### config.mk
export PLATFORM = sky130hd
export DESIGN_NAME = pse_delay
export DESIGN_NICKNAME = d
export VERILOG_FILES = /design/src/hw/rtl/pse_delay.sv
export SDC_FILE = /design/constraint.sdc
export NUM_CORES = 1
export LEC_CHECK = 0
export BUFFER_PORTS_ARGS = -buffer_cell sky130_fd_sc_hd__buf_4
export CAP_MARGIN = 20
export CORE_MARGIN = 2
export CORE_UTILIZATION = 47
export DETAILED_ROUTE_END_ITERATION = 8
export PLACE_DENSITY = 0.69
export SLEW_MARGIN = 5
export SYNTH_ARGS = -nofsm -noshare
export SYNTH_HDL_FRONTEND = slang
export SYNTH_SLANG_ARGS = --single-unit
### constraint.sdc
create_clock -name clk -period 0.9 [get_ports clk]
set_input_delay 0 -clock clk [delete_from_list [all_inputs] [get_ports clk]]
set_output_delay 0 -clock clk [all_outputs]
set_load 0.01 [all_outputs]
### src/hw/rtl/pse_delay.sv
// ============================================================================
// pse_delay
// Enabled shift line that carries payload alongside the multiplier stages.
// ============================================================================
module pse_delay #(
    parameter int W     = 32,
    parameter int DEPTH = 4
) (
    input  logic         clk,
    input  logic         en,
    input  logic [W-1:0] d,
    output logic [W-1:0] q
);

    logic [W-1:0] tap_reg [DEPTH];

    // Advance every tap together
    always_ff @(posedge clk)
    begin
        if (en)
        begin
            tap_reg[0] <= d;
            for (int i = 1; i < DEPTH; i++)
            begin
                tap_reg[i] <= tap_reg[i-1];
            end
        end
    end

    assign q = tap_reg[DEPTH-1];

endmodule

==> key figures <==
Run status
  • Status: finished with violations
  • Failing checks: negative setup slack

Cells and area
  • Share of cells above drive strength 1: 38.8%
  • #MultiIn Comb: 0
  • Final-layout fill cell count: 480
  • Fin util: 70.9%
  • Synth-to-Final Area Change: 44.1%
  • Footprint of the multi-input gates: 0 um2
  • Commonest non-fill, non-tap cells in the layout: 128 x edfxtp_1, 38 x buf_4, 33 x dlygate4sd3_1
  • Most common cell after layout, fill and taps aside: edfxtp_1
  • Final cell count without fillers: 365
  • ANT cells: 0
  • Final net count: 284
  • Number of flip-flops in the largest register: 128

Place
  • GPL Wtd Cong: 0.617
  • Inst Count DP: 300
  • HPWL after DPL: 2690 um
  • Port bufs: 65

Hold path
  • HP Class: in2reg

Drt
  • Total Wirelength: 5070 um
  • DRC viols: 0
  • DR iter-0 viols: 112
  • Vias: 1622
  • Post-DR vias/cell: 4.44
  • Detailed-router iteration count before antenna repair: 4
  • Routed Antenna Nets: 0
  • WL/cell: 13.9 um

Global routing
  • Gr usage total: 12.5%
  • Met2 Track Usage GR: 20.4%
  • Grt met1 use: 12.4%
  • Met3 Resource Use GR: 5.43%
  • First-pass GRT wire length: 7580 um
  • Pin count of the biggest net entering global routing: 48
  • Vias in the first global route: 1604
  • Antenna violations before repair: 0
  • Gr ovfl total: 0
  • Busiest layer in global routing: met2

Yosys
  • Seq/Total Area, Yosys: 100%
  • Syn Inst Count: 128
  • Synth Register Bits: 128
  • Syn_nets: 162
  • Post-Syn Area: 3840 um2
  • Synth cell types: 1
  • Yosys synthesis warning count: 0
  • Syn_area_per_cell: 30.0 um2

STA
  • Slew headroom: 81.1%
  • Fin. max-slew vios: 0
  • Final setup margin: -0.138 ns
  • Max Fclk: 963 MHz
  • Clock skew: 0.00598 ns
  • Tmin final: 1.04 ns
  • Final worst-path cycle share: 115%
  • RSZ-0062 raised after global routing: yes
  • Final setup viols: 32
  • Final hold viol count: 0
  • Setup TNS: -3.81 ns
  • Slew @ Worst Pin: 0.284 ns

Clock tree
  • Latest clock arrival within the worst-skew pair: 0.51 ns
  • Clk sink count: 128
  • H-Tree Level Count: 4
  • CTS tree: built
  • Reg clk slew, reported paths: 0.06 ns
  • Root buffer cell: clkbuf_8
  • CTS buffer count: 17
  • CTS max path bufs: 2

Die
  • Top-Level Pins: 66
  • Initial Utilization: 49.2%
  • CORE AREA: 7810 um2
  • Die X: 94.4 um
  • Die height: 94.4 um
  • Rows: 32
  • Die Area: 8920 um2

Worst setup path
  • Crit path DAT: 1.04 ns
  • Data required, critical path: 0.90 ns
  • WP buf/inv: 1
  • Slowest CP cell: edfxtp_1
  • Crit-path max cell delay: 0.39 ns
  • Crit path max-delay family: flip-flops
  • CP endpoint kind: output pin
  • Startpoint types: register
  • Worst setup path class: reg2out
  • CP Cell Sequence: buf_6
  • CP max FO: 1

Power
  • P_leak: 2.04 nW
  • Peak VDD IR: 1850 uV
  • Final Power: 14.1 mW
  • Power Dens Cells: 2550 nW/um2

Run
  • Max cap viols: 0
[logic make-up after synthesis]
family	after synthesis	share of synthesized area, %
flops	128	100
[area by class of cell]
| type | count | area (um2) | share of cell area, % |
|---|---|---|---|
| clock inverters | 15 | 160 | 2.89 |
| well taps | 102 | 128 | 2.30 |
| clock buffers | 17 | 414 | 7.48 |
| repair buffers | 103 | 993 | 17.9 |
| flip-flops and latches | 128 | 3840 | 69.4 |
[path summary, 6_finish.rpt]
| check | startpoint | endpoint | slack, ns | depth (start not counted) |
|---|---|---|---|---|
| max reg2reg | tap_reg[0][0] | tap_reg[1][0] | 0.25 | 0 |
| min | d[31] | tap_reg[0][31] | 0.21 | 2 |
| min reg2reg | tap_reg[1][30] | tap_reg[2][30] | 0.41 | 0 |
| max | tap_reg[3][10] | q[10] | -0.14 | 1 |
[metrics by stage]
stage,hold slack [ns],setup slack (ns),instance area (um2)
after floorplan,0.0989,0.311,3840
after global placement,0.178,0.134,4520
after detailed placement,0.179,0.129,4520
after CTS,0.171,-0.196,5480
after global routing,0.190,-0.187,5540
final,0.205,-0.138,5540
[Yosys cell counts]
cell / count / area (um2)
edfxtp_1: 128 / 3840
[routing by layer]
layer	vias up	wire length (um)
met3	13	231
met1	778	1950
met5	-	0
met2	51	2760
met4	0	127
li1	780	-
[repair_timing]
action                     in CTS  in global routing
pin swaps                       0                  0
hold buffers                   33                  0
setup endpoints to repair      32                 32
setup buffers                   0                  0
resized for setup              14                 16
hold endpoints to repair       76                  0
[where the power goes]
group | internal (mW) | switching, mW | total, mW | leakage, nW
registers | 7.03 | 0.110 | 7.14 | 1.25
clock network | 3.96 | 2.46 | 6.43 | 0.268
logic | 0.345 | 0.227 | 0.572 | 0.521
(Power assumes the default switching activity.)
