## src/hw/rtl/pse_pkg.sv

```systemverilog
// ============================================================================
// pse_pkg
// Shared widths, register codes, coefficient bundle and saturation helpers
// for the point strain energy unit.
// ============================================================================
package pse_pkg;

    localparam int WORD_W     = 64;
    localparam int GRAD_W     = 32;
    localparam int VOL_W      = 32;
    localparam int STRAIN_W   = 42;
    localparam int STRESS_W   = 48;
    localparam int ENERGY_W   = 64;
    localparam int CFG_IDX_W  = 2;
    localparam int CFG_DATA_W = 32;
    localparam int MODULUS_W  = 32;
    localparam int POISSON_W  = 15;
    localparam int KV_W       = 32;
    localparam int G_W        = 32;
    localparam int K_W        = 47;

    // Register indexes on the configuration port
    localparam logic [CFG_IDX_W-1:0] CFG_YOUNG   = 2'd0;
    localparam logic [CFG_IDX_W-1:0] CFG_POISSON = 2'd1;
    localparam logic [CFG_IDX_W-1:0] CFG_KV      = 2'd2;

    localparam logic signed [WORD_W-1:0] ONE_Q24 = 64'sh0000_0000_0100_0000;

    // Material coefficients handed from the coefficient unit to the datapath
    typedef struct packed {
        logic [G_W-1:0]  g;
        logic [K_W-1:0]  ca;
        logic [K_W-1:0]  cb;
        logic [KV_W-1:0] kv;
    } coef_t;

    // Saturating 64-bit signed add
    function automatic logic signed [WORD_W-1:0] sat_add64(
        input logic signed [WORD_W-1:0] a,
        input logic signed [WORD_W-1:0] b
    );
        logic [WORD_W:0] s;
        s = {a[WORD_W-1], a} + {b[WORD_W-1], b};
        if (s[WORD_W] != s[WORD_W-1])
        begin
            return s[WORD_W] ? {1'b1, {(WORD_W-1){1'b0}}} : {1'b0, {(WORD_W-1){1'b1}}};
        end
        return s[WORD_W-1:0];
    endfunction

    // Clamp a 64-bit signed value into the 48-bit stress range
    function automatic logic signed [STRESS_W-1:0] sat48(
        input logic signed [WORD_W-1:0] v
    );
        if (v[WORD_W-1:STRESS_W-1] != {(WORD_W-STRESS_W+1){v[WORD_W-1]}})
        begin
            return v[WORD_W-1] ? {1'b1, {(STRESS_W-1){1'b0}}}
                               : {1'b0, {(STRESS_W-1){1'b1}}};
        end
        return v[STRESS_W-1:0];
    endfunction

endpackage

```

## src/hw/rtl/pse_coef.sv

```systemverilog
// ============================================================================
// pse_coef
// Configuration registers and the serial unit that derives the stress
// coefficients g, ca and cb by restoring division and shift-add multiply.
// ============================================================================
module pse_coef (
    input  logic                                clk,
    input  logic                                rst_n,
    input  logic                                cfg_valid,
    input  logic [pse_pkg::CFG_IDX_W-1:0]       cfg_index,
    input  logic [pse_pkg::CFG_DATA_W-1:0]      cfg_data,
    output pse_pkg::coef_t                      coef,
    output logic                                busy
);

    typedef enum logic [2:0] {
        ST_IDLE,
        ST_LOAD,
        ST_DIV_G,
        ST_DIV_K,
        ST_MUL_A,
        ST_MUL_B
    } state_t;

    localparam logic [5:0] DIV_LAST = 6'd47;
    localparam logic [5:0] MUL_LAST = 6'd16;

    state_t                             state_reg;
    logic [pse_pkg::MODULUS_W-1:0]      young_reg;
    logic [pse_pkg::POISSON_W-1:0]      poisson_reg;
    logic [pse_pkg::KV_W-1:0]           kv_reg;
    logic [5:0]                         cnt_reg;
    logic [47:0]                        acc_reg;
    logic [16:0]                        rem_reg;
    logic [16:0]                        den_reg;
    logic [pse_pkg::K_W-1:0]            k_reg;
    logic [16:0]                        mul_reg;
    logic [63:0]                        prod_reg;
    logic [pse_pkg::G_W-1:0]            g_reg;
    logic [pse_pkg::K_W-1:0]            ca_reg;
    logic [pse_pkg::K_W-1:0]            cb_reg;

    logic [17:0]                        rem_t;
    logic                               ge;
    logic [16:0]                        rem_next;
    logic [47:0]                        acc_next;
    logic [63:0]                        prod_next;
    logic                               restart;

    // One restoring-division step and one shift-add step
    always_comb
    begin
        rem_t     = {rem_reg, acc_reg[47]};
        ge        = rem_t >= {1'b0, den_reg};
        rem_next  = ge ? 17'(rem_t - {1'b0, den_reg}) : rem_t[16:0];
        acc_next  = {acc_reg[46:0], ge};
        prod_next = {prod_reg[62:0], 1'b0} + (mul_reg[16] ? {17'd0, k_reg} : 64'd0);
    end

    // A modulus or ratio write restarts the sequence
    assign restart = cfg_valid
                  && (cfg_index == pse_pkg::CFG_YOUNG || cfg_index == pse_pkg::CFG_POISSON);

    // Sequencer and configuration registers
    always_ff @(posedge clk or negedge rst_n)
    begin
        if (!rst_n)
        begin
            state_reg   <= ST_LOAD;
            young_reg   <= 32'd65536;
            poisson_reg <= 15'd19661;
            kv_reg      <= 32'd65536;
            cnt_reg     <= '0;
            acc_reg     <= '0;
            rem_reg     <= '0;
            den_reg     <= '0;
            k_reg       <= '0;
            mul_reg     <= '0;
            prod_reg    <= '0;
            g_reg       <= '0;
            ca_reg      <= '0;
            cb_reg      <= '0;
        end
        else
        begin
            if (restart)
            begin
                state_reg <= ST_LOAD;
            end
            else
            begin
                unique case (state_reg)
                    ST_IDLE:
                    begin
                    end
                    ST_LOAD:
                    begin
                        acc_reg   <= {young_reg, 16'd0};
                        rem_reg   <= '0;
                        den_reg   <= 17'd65536 + {2'b00, poisson_reg};
                        cnt_reg   <= '0;
                        state_reg <= ST_DIV_G;
                    end
                    ST_DIV_G:
                    begin
                        if (cnt_reg == DIV_LAST)
                        begin
                            g_reg     <= acc_next[pse_pkg::G_W-1:0];
                            acc_reg   <= {acc_next[pse_pkg::G_W-1:0], 16'd0};
                            rem_reg   <= '0;
                            den_reg   <= 17'd65536 - {1'b0, poisson_reg, 1'b0};
                            cnt_reg   <= '0;
                            state_reg <= ST_DIV_K;
                        end
                        else
                        begin
                            acc_reg <= acc_next;
                            rem_reg <= rem_next;
                            cnt_reg <= cnt_reg + 6'd1;
                        end
                    end
                    ST_DIV_K:
                    begin
                        if (cnt_reg == DIV_LAST)
                        begin
                            k_reg     <= acc_next[pse_pkg::K_W-1:0];
                            prod_reg  <= '0;
                            mul_reg   <= 17'd65536 - {2'b00, poisson_reg};
                            cnt_reg   <= '0;
                            state_reg <= ST_MUL_A;
                        end
                        else
                        begin
                            acc_reg <= acc_next;
                            rem_reg <= rem_next;
                            cnt_reg <= cnt_reg + 6'd1;
                        end
                    end
                    ST_MUL_A:
                    begin
                        if (cnt_reg == MUL_LAST)
                        begin
                            ca_reg    <= prod_next[62:16];
                            prod_reg  <= '0;
                            mul_reg   <= {2'b00, poisson_reg};
                            cnt_reg   <= '0;
                            state_reg <= ST_MUL_B;
                        end
                        else
                        begin
                            prod_reg <= prod_next;
                            mul_reg  <= {mul_reg[15:0], 1'b0};
                            cnt_reg  <= cnt_reg + 6'd1;
                        end
                    end
                    ST_MUL_B:
                    begin
                        if (cnt_reg == MUL_LAST)
                        begin
                            cb_reg    <= prod_next[62:16];
                            cnt_reg   <= '0;
                            state_reg <= ST_IDLE;
                        end
                        else
                        begin
                            prod_reg <= prod_next;
                            mul_reg  <= {mul_reg[15:0], 1'b0};
                            cnt_reg  <= cnt_reg + 6'd1;
                        end
                    end
                    default:
                    begin
                        state_reg <= ST_IDLE;
                    end
                endcase
            end

            // Register write
            if (cfg_valid)
            begin
                unique case (cfg_index)
                    pse_pkg::CFG_YOUNG:
                    begin
                        young_reg <= cfg_data;
                    end
                    pse_pkg::CFG_POISSON:
                    begin
                        poisson_reg <= cfg_data[pse_pkg::POISSON_W-1:0];
                    end
                    pse_pkg::CFG_KV:
                    begin
                        kv_reg <= cfg_data;
                    end
                    default:
                    begin
                    end
                endcase
            end
        end
    end

    assign coef.g  = g_reg;
    assign coef.ca = ca_reg;
    assign coef.cb = cb_reg;
    assign coef.kv = kv_reg;
    assign busy    = state_reg != ST_IDLE;

endmodule

```

## config.mk

```make
export PLATFORM = sky130hd
export DESIGN_NAME = pse_coef
export DESIGN_NICKNAME = d
export VERILOG_FILES = /design/src/hw/rtl/pse_pkg.sv /design/src/hw/rtl/pse_coef.sv
export SDC_FILE = /design/constraint.sdc
export NUM_CORES = 1
export LEC_CHECK = 0
export BUFFER_PORTS_ARGS = -buffer_cell sky130_fd_sc_hd__clkbuf_2
export CAP_MARGIN = 20
export CORE_MARGIN = 10
export CORE_UTILIZATION = 39
export CTS_CLUSTER_DIAMETER = 40
export DETAILED_ROUTE_END_ITERATION = 12
export PLACE_DENSITY = 0.57
export SYNTH_ARGS = -nofsm -noshare
export SYNTH_HDL_FRONTEND = slang
export SYNTH_SLANG_ARGS = --single-unit
```

## constraint.sdc

```tcl
create_clock -name clk -period 7.32 [get_ports clk]
set_input_delay 1.464 -clock clk [delete_from_list [all_inputs] [get_ports clk]]
set_output_delay 1.464 -clock clk [all_outputs]
set_load 0.005 [all_outputs]
```

==> impl_metrics.sql <==
INSERT INTO impl_metrics (metric_group, metric, value, unit) VALUES
('yosys', 'post-synth-top-area-cell', 'dfrtp_1', ''),
('clock_network', 'cts_hold_buf', '0', ''),
('sta', 'tightest_slew', '989', 'ps'),
('yosys', 'post_synth_mux_area_share', '0.0785', ''),
('cells_and_area', 'combined_area_of_the_multi_input_logic_cells', '10100', 'µm²'),
('yosys', 'synth_compound_area_frac', '0.153', ''),
('global_routing', 'total_routing_usage_reported_by_global_routing', '0.190', ''),
('yosys', 'synth_area_per_cell', '9.48', 'µm²'),
('sta', 'final.period_utilization', '0.540', ''),
('yosys', 'ys_top_cells_by_area', 'dfrtp_1, nand2_1, mux2_2', ''),
('sta', 'final_period_minus_worst_setup_slack', '3950', 'ps'),
('clock_network', 'clk-insertion-delay-late', '610', 'ps'),
('worst_setup_path', 'r2r-start', 'mul_reg[16]', ''),
('floorplan', 'io_pins', '196', ''),
('global_routing', 'grt_max_degree', '166', ''),
('clock_network', 'cts-resized-gates', '0', ''),
('drt', 'post_drt_via_cell_ratio', '5.36', ''),
('place', 'place_hpwl', '44.0', 'mm'),
('cells_and_area', 'antennaDiodeCount', '0', ''),
('floorplan', 'rows', '85', ''),
('floorplan', 'die_y', '253', 'µm'),
('drt', 'ant_nets', '0', ''),
('sta', 'finalSetupViolations', '0', ''),
('cells_and_area', 'postLayoutCoreUtil', '0.473', ''),
('clock_network', 'tritoncts_num_sinks', '422', ''),
('worst_setup_path', 'endpoint', 'ca_reg[28]', ''),
('clock_network', 'cts_tree', 'yes', ''),
('cells_and_area', 'regArea', '10600', 'µm²'),
('worst_setup_path', 'worst_ep_arrival_time', '4490', 'ps'),
('yosys', 'synth.yosys.warnings', '0', ''),
('yosys', 'post_syn_nets', '2347', ''),
('yosys', 'yosysTopAreaCellShare', '0.484', ''),
('power', 'power_leakage', '12.1', 'nW'),
('drt', 'first_iter_violations', '1166', ''),
('yosys', 'post_synth_inst_count', '2242', ''),
('worst_setup_path', 'timing.critical_path.fanout_max', '33', ''),
('sta', 'rsz_0062_raised_after_global_routing', 'false', ''),
('yosys', 'synth_simple_gate_area_share', '0.168', ''),
('cells_and_area', 'final_nets', '2514', ''),
('clock_network', 'clkTransAtPathRegs', '60', 'ps'),
('outcome', 'outcome', 'completed', ''),
('cells_and_area', 'fraction_of_final_layout_cells_sized_beyond_drive_strength_1', '0.197', ''),
('sta', 'slew_viol_final', '0', ''),
('worst_setup_path', 'crit_path_start', 'mul_reg[16]', ''),
('worst_setup_path', 'flop_to_flop_setup_slack', '3370', 'ps'),
('sta', 'timing.clock.skew', '24.9', 'ps'),
('sta', 'slew-limit-headroom', '0.340', ''),
('floorplan', 'initial_utilization', '0.394', ''),
('clock_network', 'ctsLongestPathBuffers', '3', ''),
('floorplan', 'area_of_the_die', '64300', 'µm²'),
('clock_network', 'numCtsBuffers', '72', ''),
('worst_setup_path', 'r2r_end', 'ca_reg[28]', ''),
('clock_network', 'htree_num_levels', '3', ''),
('cells_and_area', 'layout-area-overhead-vs-synth', '19.9', '%'),
('floorplan', 'die_w', '253', 'µm'),
('cells_and_area', 'largest_register_ffs', '62', ''),
('yosys', 'adder_cell_fraction_of_synth_area', '0.0407', ''),
('yosys', 'post_synth_instance_area', '21300', 'µm²'),
('drt', 'drt_drc_violations_left', '0', ''),
('yosys', 'synth_top_family_by_area', 'simple AND/OR/NAND/NOR gates', ''),
('clock_network', 'post-cts-setup-buffer-count', '0', ''),
('drt', 'dr.pass1.iters', '7', ''),
('yosys', 'ys_seq_area_frac', '0.497', ''),
('place', 'gp_congestion', '0.877', ''),
('sta', 'timing_hold_violations_final', '0', ''),
('cells_and_area', 'num-fill-cells', '5097', ''),
('worst_setup_path', 'crit_required', '7860', 'ps'),
('sta', 'clock.fmax', '253', 'MHz'),
('power', 'vdd_drop_max', '0.188', 'mV'),
('yosys', 'synth_edf_count', '0', ''),
('yosys', 'ys_async_sr_fraction', '1.00', '');
==> cell usage in the layout (no fill, tap or decap), types with 10 or more instances in the layout <==
master,synthesis,routed
mux2_2,110,110
o311ai_0,12,12
xnor2_1,40,40
ha_1,66,66
and3_1,13,13
mux2i_1,43,43
and2_1,53,53
a211oi_1,15,15
o21ai_0,184,183
a21o_1,16,16
bufinv_16,0,10
or3_1,10,10
xor2_1,34,34
clkbuf_1,114,12
nor2_1,121,119
nand4_1,18,18
buf_4,0,19
nor3_1,21,18
dfrtp_1,411,411
o31ai_1,25,25
clkbuf_16,0,74
clkbuf_2,0,194
inv_1,47,47
o211ai_1,11,11
a21oi_1,133,133
a22o_1,37,37
nand2_1,507,506
o21bai_1,11,11
dfstp_2,11,11
o21a_1,11,11
nand3_1,36,36
==> cells in the mapped netlist (all sizes together) (8+ instances only) <==
master and n:
a22o 37, dfrtp 411, dfstp 11, o211ai 11, and3 13, mux2 110
xnor2 40, o31ai 25, nand3 36, ha 66, nor2 121, inv 47
or3 10, a221oi 9, o21a 11, a211oi 16, nor3 23, o21ai 189
nor2b 8, and2 53, mux2i 43, a21o 16, clkbuf 114, xor2 34
nand2b 10, a21oi 133, o311ai 13, o21bai 11, buf 13, nand4 18
nand2 509
==> metal layers <==
layer | track usage | vias to the layer above | share of wire
met5 | 0 | - | 0
met1 | 0.266 | 8272 | 0.48
li1 | - | 8181 | -
met3 | 0.0420 | 86 | 0.059
met2 | 0.287 | 420 | 0.44
met4 | 0.0599 | 0 | 0.021
==> worst min-delay path by stage <==
| stage | slack, ps | cells after the start | from | endpoint |
|---|---|---|---|---|
| global placement | 460 | 2 | k_reg[10] | k_reg[10] |
| global route | 490 | 2 | k_reg[5] | k_reg[5] |
| CTS | 480 | 2 | k_reg[2] | k_reg[2] |
| floorplan | 440 | 2 | k_reg[32] | k_reg[32] |
| detailed placement | 460 | 2 | k_reg[2] | k_reg[2] |
| finish | 470 | 2 | cb_reg[42] | cb_reg[42] |
==> worst max-delay path, cell delays in order, from the launching register on <==
cell and delay [ps]:
dfrtp_1 650, buf_16 230, and2_1 200, ha_1 260, a211oi_1 300, nor2_1 170
o211ai_1 270, a31oi_1 200, o21a_1 240, or3_1 450, a211o_1 320, xnor2_1 350
mux2_2 230
==> power breakdown <==
group | internal [mW] | switching [mW]
Clock | 2.27 | 1.23
Sequential | 2.57 | 0.259
Combinational | 0.362 | 0.503
Total | 5.19 | 2.00
==> cell families (layout without fill, tap and decap cells) <==
kind of cell / after synthesis / count (layout)
compound gates: 524 / 524
xor+xnor: 74 / 74
fa+ha+maj: 68 / 68
buf+inv: 174 / 401
flops: 422 / 422
mux: 153 / 153
simple gates: 827 / 827
==> layout make-up <==
cell class | instances | share of cell area
flip-flops and latches | 422 | 0.415
multi-input cells | 1646 | 0.395
clock buffers | 89 | 0.0760
repair buffers | 220 | 0.0497
well taps | 696 | 0.0341
clock inverters | 45 | 0.0236
inverters | 47 | 0.00692
==> metrics by stage <==
stage / setup slack [ps] / std cells / area (µm²) / total power [mW]
floorplan: 4020 / 2242 / 21300 / 3.35
global placement: 3000 / 3027 / 22900 / 3.72
detailed placement: 3020 / 3030 / 22900 / 3.73
CTS: 3360 / 3164 / 25500 / 7.28
global route: 3060 / 3165 / 25500 / 7.54
finish: 3370 / 3165 / 25500 / 7.19
No activity file was read; power rests on OpenSTA's default activity.
